[config.mk]
export PLATFORM = sky130hd
export DESIGN_NAME = cscq_ctrl
export DESIGN_NICKNAME = d
export VERILOG_FILES = /design/src/sv/cscq_pkg.sv /design/src/sv/cscq_ctrl.sv
export SDC_FILE = /design/constraint.sdc
export NUM_CORES = 1
export LEC_CHECK = 0
export BUFFER_PORTS_ARGS = -buffer_cell sky130_fd_sc_hd__buf_4
export CAP_MARGIN = 10
export CORE_AREA = 2 2 39 41
export DETAILED_ROUTE_END_ITERATION = 7
export DIE_AREA = 0 0 41 43
export PLACE_DENSITY = 0.44
export SLEW_MARGIN = 20
export SYNTH_ARGS = -nofsm -noshare
export SYNTH_HDL_FRONTEND = slang
export SYNTH_SLANG_ARGS = --single-unit
[constraint.sdc]
create_clock -name clock -period 2.2 [get_ports clock]
set_input_delay 0.33 -clock clock [delete_from_list [all_inputs] [get_ports clock]]
set_output_delay 0.33 -clock clock [all_outputs]
set_load 0.01 [all_outputs]
[src/sv/cscq_pkg.sv]
// Shared types and constants for the column store count query block.
// Holds the request and response beat layouts and the controller/datapath links.
// No dependencies.
package cscq_pkg;

   localparam int CSCQ_DEPTH = 1024;
   localparam int CMD_W      = 3;
   localparam int VALUE_W    = 32;
   localparam int POS_W      = 10;
   localparam int STATUS_W   = 2;
   localparam int COUNT_W    = 11;

   localparam logic [CMD_W-1:0] CMD_APPEND = 3'd0;
   localparam logic [CMD_W-1:0] CMD_READ   = 3'd1;
   localparam logic [CMD_W-1:0] CMD_EQ     = 3'd2;
   localparam logic [CMD_W-1:0] CMD_GT     = 3'd3;
   localparam logic [CMD_W-1:0] CMD_LT     = 3'd4;

   localparam logic [STATUS_W-1:0] ST_OK    = 2'd0;
   localparam logic [STATUS_W-1:0] ST_FULL  = 2'd1;
   localparam logic [STATUS_W-1:0] ST_RANGE = 2'd2;

   localparam logic [COUNT_W-1:0] COUNT_MAX = '1;

   typedef struct packed {
      logic [CMD_W-1:0]          command;
      logic signed [VALUE_W-1:0] operand_value;
      logic [POS_W-1:0]          position;
   } req_type;

   typedef struct packed {
      logic [STATUS_W-1:0]       status;
      logic signed [VALUE_W-1:0] read_value;
      logic [COUNT_W-1:0]        match_count;
   } rsp_type;

   // Controller to datapath strobes.
   typedef struct packed {
      logic load;
      logic decode;
      logic rd_capture;
      logic scan_step;
      logic push;
   } ctl_type;

   // Datapath to controller status.
   typedef struct packed {
      logic [CMD_W-1:0] command;
      logic             in_range;
      logic             empty;
      logic             scan_last;
      logic             out_free;
   } stat_type;

endpackage

[src/sv/cscq_ctrl.sv]
// Controller state machine of the column store count query block.
// Sequences decode, memory read and scan steps. Depends on cscq_pkg.
module cscq_ctrl import cscq_pkg::*; (
   input  logic     clock,
   input  logic     reset,
   input  logic     req_valid,
   output logic     req_ready,
   input  stat_type stat,
   output ctl_type  ctl
);

   typedef enum logic [4:0] {
      S_IDLE   = 5'b00001,
      S_DECODE = 5'b00010,
      S_RDWAIT = 5'b00100,
      S_SCAN   = 5'b01000,
      S_FINISH = 5'b10000
   } state_type;

   state_type state_ff, state_in;

   always_comb begin
      state_in  = state_ff;
      req_ready = 1'b0;
      ctl       = '0;
      case (state_ff)
         S_IDLE: begin
            req_ready = 1'b1;
            if (req_valid) begin
               ctl.load = 1'b1;
               state_in = S_DECODE;
            end
         end
         S_DECODE: begin
            ctl.decode = 1'b1;
            case (stat.command)
               CMD_READ: state_in = stat.in_range ? S_RDWAIT : S_FINISH;
               CMD_EQ, CMD_GT, CMD_LT: state_in = stat.empty ? S_FINISH : S_SCAN;
               default: state_in = S_FINISH;
            endcase
         end
         S_RDWAIT: begin
            ctl.rd_capture = 1'b1;
            state_in       = S_FINISH;
         end
         S_SCAN: begin
            ctl.scan_step = 1'b1;
            if (stat.scan_last) begin
               state_in = S_FINISH;
            end
         end
         S_FINISH: begin
            if (stat.out_free) begin
               ctl.push = 1'b1;
               state_in = S_IDLE;
            end
         end
         default: state_in = S_IDLE;
      endcase
   end

   always_ff @(posedge clock) begin
      if (reset) begin
         state_ff <= S_IDLE;
      end else begin
         state_ff <= state_in;
      end
   end

endmodule

==> tab_implementation.tex <==
\begin{tabular}{lr}
\hline
Metric & Value \\
\hline
\multicolumn{2}{l}{\textbf{Status}} \\
Status & finished, final reports clean \\
\multicolumn{2}{l}{\textbf{Cells and area}} \\
Registers with the most flip-flops & state\_ff: 5 flops \\
Number of fill cells & about 160 \\
Fraction of final layout cells sized beyond drive strength 1 & a little over two fifths \\
Area growth from synthesis to layout & 50.4\% \\
Largest register FFs & 5 \\
Storage element area & slightly above 100 um2 \\
Area of the multi-input gates & 214 um2 \\
Diodes inserted & 0 \\
Largest register by flop count & state\_ff \\
Layout Nets & 69 \\
\multicolumn{2}{l}{\textbf{Worst setup path}} \\
Critical path launch point type & flop \\
Slowest Stage Delay on Critical Path & 420 ps \\
Worst Path Max Fanout & 5 \\
Ordered list of cells on the worst path & or3\_1 -> or3b\_4 -> inv\_2 -> and2\_1 -> buf\_4 \\
Top cell family by delay on the critical path & simple AND/OR/NAND/NOR gates \\
Required time of the worst setup path & $\sim$1900 ps \\
Endpoint class of the critical path & output port \\
WS Path Type & reg2out \\
Crit-path slowest cell & sky130\_fd\_sc\_hd\_\_or3b\_4 \\
Worst reg2reg path endpoint & state\_ff[4] \\
Worst reg2reg path startpoint & state\_ff[4] \\
Total buffers and inverters traversed by the critical path & 2 \\
Crit path arrival time & roughly 1700 ps \\
FF-to-FF setup slack & between 500 and 600 ps \\
Length in cells of the worst reg-to-reg path & 4 \\
\multicolumn{2}{l}{\textbf{GRT}} \\
Overflow left after global routing & 0 \\
Antenna violations before repair & 0 \\
Largest net degree at the start of global routing & 7 \\
Number of global-route vias before repair & 335 \\
Global-route usage over all layers & around 12\% \\
Global-route wire length before repair & about 1400 um \\
\multicolumn{2}{l}{\textbf{Route}} \\
Initial drt markers & 5 \\
Vias per inst & between 4 and 5 \\
Drt first pass iters & 3 \\
Sum of routed wire length over all layers & a little over 800 um \\
Routed wirelength normalized by instance count & approximately 11 um \\
Routed vias & 345 \\
Antenna Violating Nets Remaining & 0 \\
Total DRC errors in the routed layout & 0 \\
\multicolumn{2}{l}{\textbf{Synth}} \\
Number of distinct library cells after synthesis & 25 \\
Largest area contributor in the netlist & sky130\_fd\_sc\_hd\_\_dfxtp\_1 \\
Ranking of synthesized cells by instance count & 6 x sky130\_fd\_sc\_hd\_\_nor2\_1, 5 x sky130\_fd\_sc\_hd\_\_dfxtp\_1 \\
Avg Inst Size Synth & 8.28 um2 \\
Sequential cell area fraction in the yosys report & approximately 31\% \\
Synth top area cells & sky130\_fd\_sc\_hd\_\_dfxtp\_1 31\%, sky130\_fd\_sc\_hd\_\_nor2\_1 7.0\%, sky130\_fd\_sc\_hd\_\_nor4b\_1 5.4\% \\
Fraction of registers with async set/reset & 0\% \\
Dominant cell by count in the synthesized netlist & sky130\_fd\_sc\_hd\_\_nor2\_1 \\
Instance count of the mapped netlist & 39 \\
Most used flip-flop cell after synthesis & sky130\_fd\_sc\_hd\_\_dfxtp\_1 \\
Top-area cell type share of the netlist area & approximately 31\% \\
Net count after synthesis & between 40 and 50 \\
Number of warnings reported in the yosys synthesis log & 0 \\
EDFF count, synth & 0 \\
Flops \& latches, synth & 5 \\
Netlist Area Pre-Place & around 320 um2 \\
\multicolumn{2}{l}{\textbf{CTS}} \\
Deepest clock path buffer count & 2 \\
Clock-pin transition on the worst setup and hold timing paths & 50 ps \\
Root cell of the clock tree & sky130\_fd\_sc\_hd\_\_clkbuf\_4 \\
Sinks on Clock Net & 5 \\
H-tree Lvls & 1 \\
Clock latency on the worst-skew pair & $\sim$240 ps \\
Clock tree from TritonCTS & yes \\
Cts bufs inserted & 3 \\
\multicolumn{2}{l}{\textbf{Floorplanning}} \\
Height of the die & 43 um \\
Top-Level Pins & 16 \\
Initial standard-cell utilization of the core & 23.3\% \\
Row cnt & 14 \\
Die extent in x & just over 40 um \\
Floorplan die area & $\sim$0.0018 mm2 \\
Floorplan core area & 0.00138 mm2 \\
\multicolumn{2}{l}{\textbf{Worst hold path}} \\
Hold wc startpoint & reset \\
Endpoint, Worst Hold & state\_ff[3] \\
Classification of the worst-slack hold path & in2reg \\
Cells on Worst Hold Path & 2 \\
\multicolumn{2}{l}{\textbf{Power}} \\
Part of the total power dissipated in combinational logic & 23.1\% \\
Net switching power of the design & roughly 0.07 mW \\
Worst voltage drop across the vdd grid & 0.273 mV \\
Internal power & 0.200 mW \\
Clock Power Share & $\sim$40\% \\
Total power divided by cell area & between 500 and 600 mW/mm2 \\
Net Sw Frac & about a quarter \\
Leak & between 0.2 and 0.25 nW \\
Power share of the sequential group & a little under two fifths \\
\multicolumn{2}{l}{\textbf{Timing}} \\
Final min period & 2040 ps \\
Worst-Margin Slew & between 200 and 300 ps \\
Final-layout setup total negative slack & 0 ps \\
Setup repair after global routing missed its margin & false \\
Max Freq & between 0.4 and 0.5 GHz \\
Slew Limit Fails & 0 \\
Final Worst Setup Slack & about 160 ps \\
Final Setup Violations & 0 \\
Post-route clock period utilization & $\sim$90\% \\
Worst slew margin relative to its limit & 80.1\% \\
Final Hold Violating Endpoints & 0 \\
Clock skew & about 4 ps \\
\multicolumn{2}{l}{\textbf{Placed design}} \\
Setup Slack @ Placement & about 310 ps \\
Final estimated routing congestion in global placement & 0.713 \\
Post-detail-place hpwl & 678 um \\
Number of buffers inserted by port buffering & 15 \\
\multicolumn{2}{l}{\textbf{Job}} \\
Max-cap violations & 0 \\
\hline
\end{tabular}
-- cells by family after synthesis --
logic type | share of synthesized area (%)
AND/OR/NAND/NOR | 41.9
XOR/XNOR | 2.71
multiplexers | 3.10
buffers and inverters | 3.49
flip-flops | 31.0
AO/OA/AOI/OAI | 17.8
-- power by group through the flow --
| stage | Sequential, mW | Combinational [mW] | Clock, mW |
|---|---|---|---|
| final | 0.0995 | 0.0622 | 0.107 |
| after global routing | 0.100 | 0.0687 | 0.119 |
| after CTS | 0.0995 | 0.0606 | 0.110 |
| after detailed placement | 0.101 | 0.0600 | 0 |
| after global placement | 0.102 | 0.0614 | 0 |
| after floorplan | 0.100 | 0.0304 | 0 |
-- layout by cell type, fill, tap and decap left out, types with 2 or more instances in the layout --
master,instances
sky130_fd_sc_hd__dfxtp_1,4
sky130_fd_sc_hd__clkbuf_4,3
sky130_fd_sc_hd__nand2_1,2
sky130_fd_sc_hd__or3_1,2
sky130_fd_sc_hd__buf_4,15
sky130_fd_sc_hd__nor2_1,6
sky130_fd_sc_hd__inv_1,2
sky130_fd_sc_hd__or3b_4,2
sky130_fd_sc_hd__nor4b_1,2
-- per-stage QoR --
step	instances	total power, mW	hold slack, ps	instance area, um2	util, %
2_1_floorplan	39	0.131	402	323	-
3_3_place_gp	70	0.163	531	455	32.9
3_5_place_dp	70	0.161	530	455	32.9
4_1_cts	74	0.270	274	482	34.8
5_1_grt	74	0.288	275	485	35.1
6_report	74	0.269	275	485	35.1
-- per-layer routing --
layer	wire length [um]	global-route usage (%)
met1	362	13.8
met2	390	17.2
met5	0	0
met4	13	10.0
met3	55	3.66
-- worst max-delay path by stage --
stage,endpoint,startpoint,cells past startpoint,slack [ps]
4_1_cts,ctl[4],state_ff[2],5,50
2_1_floorplan,ctl[4],state_ff[1],4,420
5_1_grt,ctl[4],state_ff[1],5,90
3_5_place_dp,ctl[4],state_ff[2],5,310
6_report,ctl[4],state_ff[1],5,160
3_3_place_gp,ctl[4],state_ff[1],5,340
-- worst register-to-register path, stage by stage, from the launching register on --
cell and delay [ps]:
sky130_fd_sc_hd__dfxtp_1 340, sky130_fd_sc_hd__or3_1 400, sky130_fd_sc_hd__or3b_4 420, sky130_fd_sc_hd__a211o_1 250, sky130_fd_sc_hd__a211oi_2 200
-- cell type report --
type	count	area share, %
inverters	3	2.32
repair buffers	15	23.2
multi-input cells	31	44.1
clock buffers	4	5.41
well taps	16	4.12
flip-flops and latches	5	20.9
-- repair_timing --
item / 4_1_cts / 5_1_grt
setup buffers: 0 / 0
setup endpoints to repair: 0 / 1
hold endpoints to repair: 0 / 0
hold buffers: 0 / 0
resized for setup: 0 / 2
No activity file was read; power rests on OpenSTA's default activity.
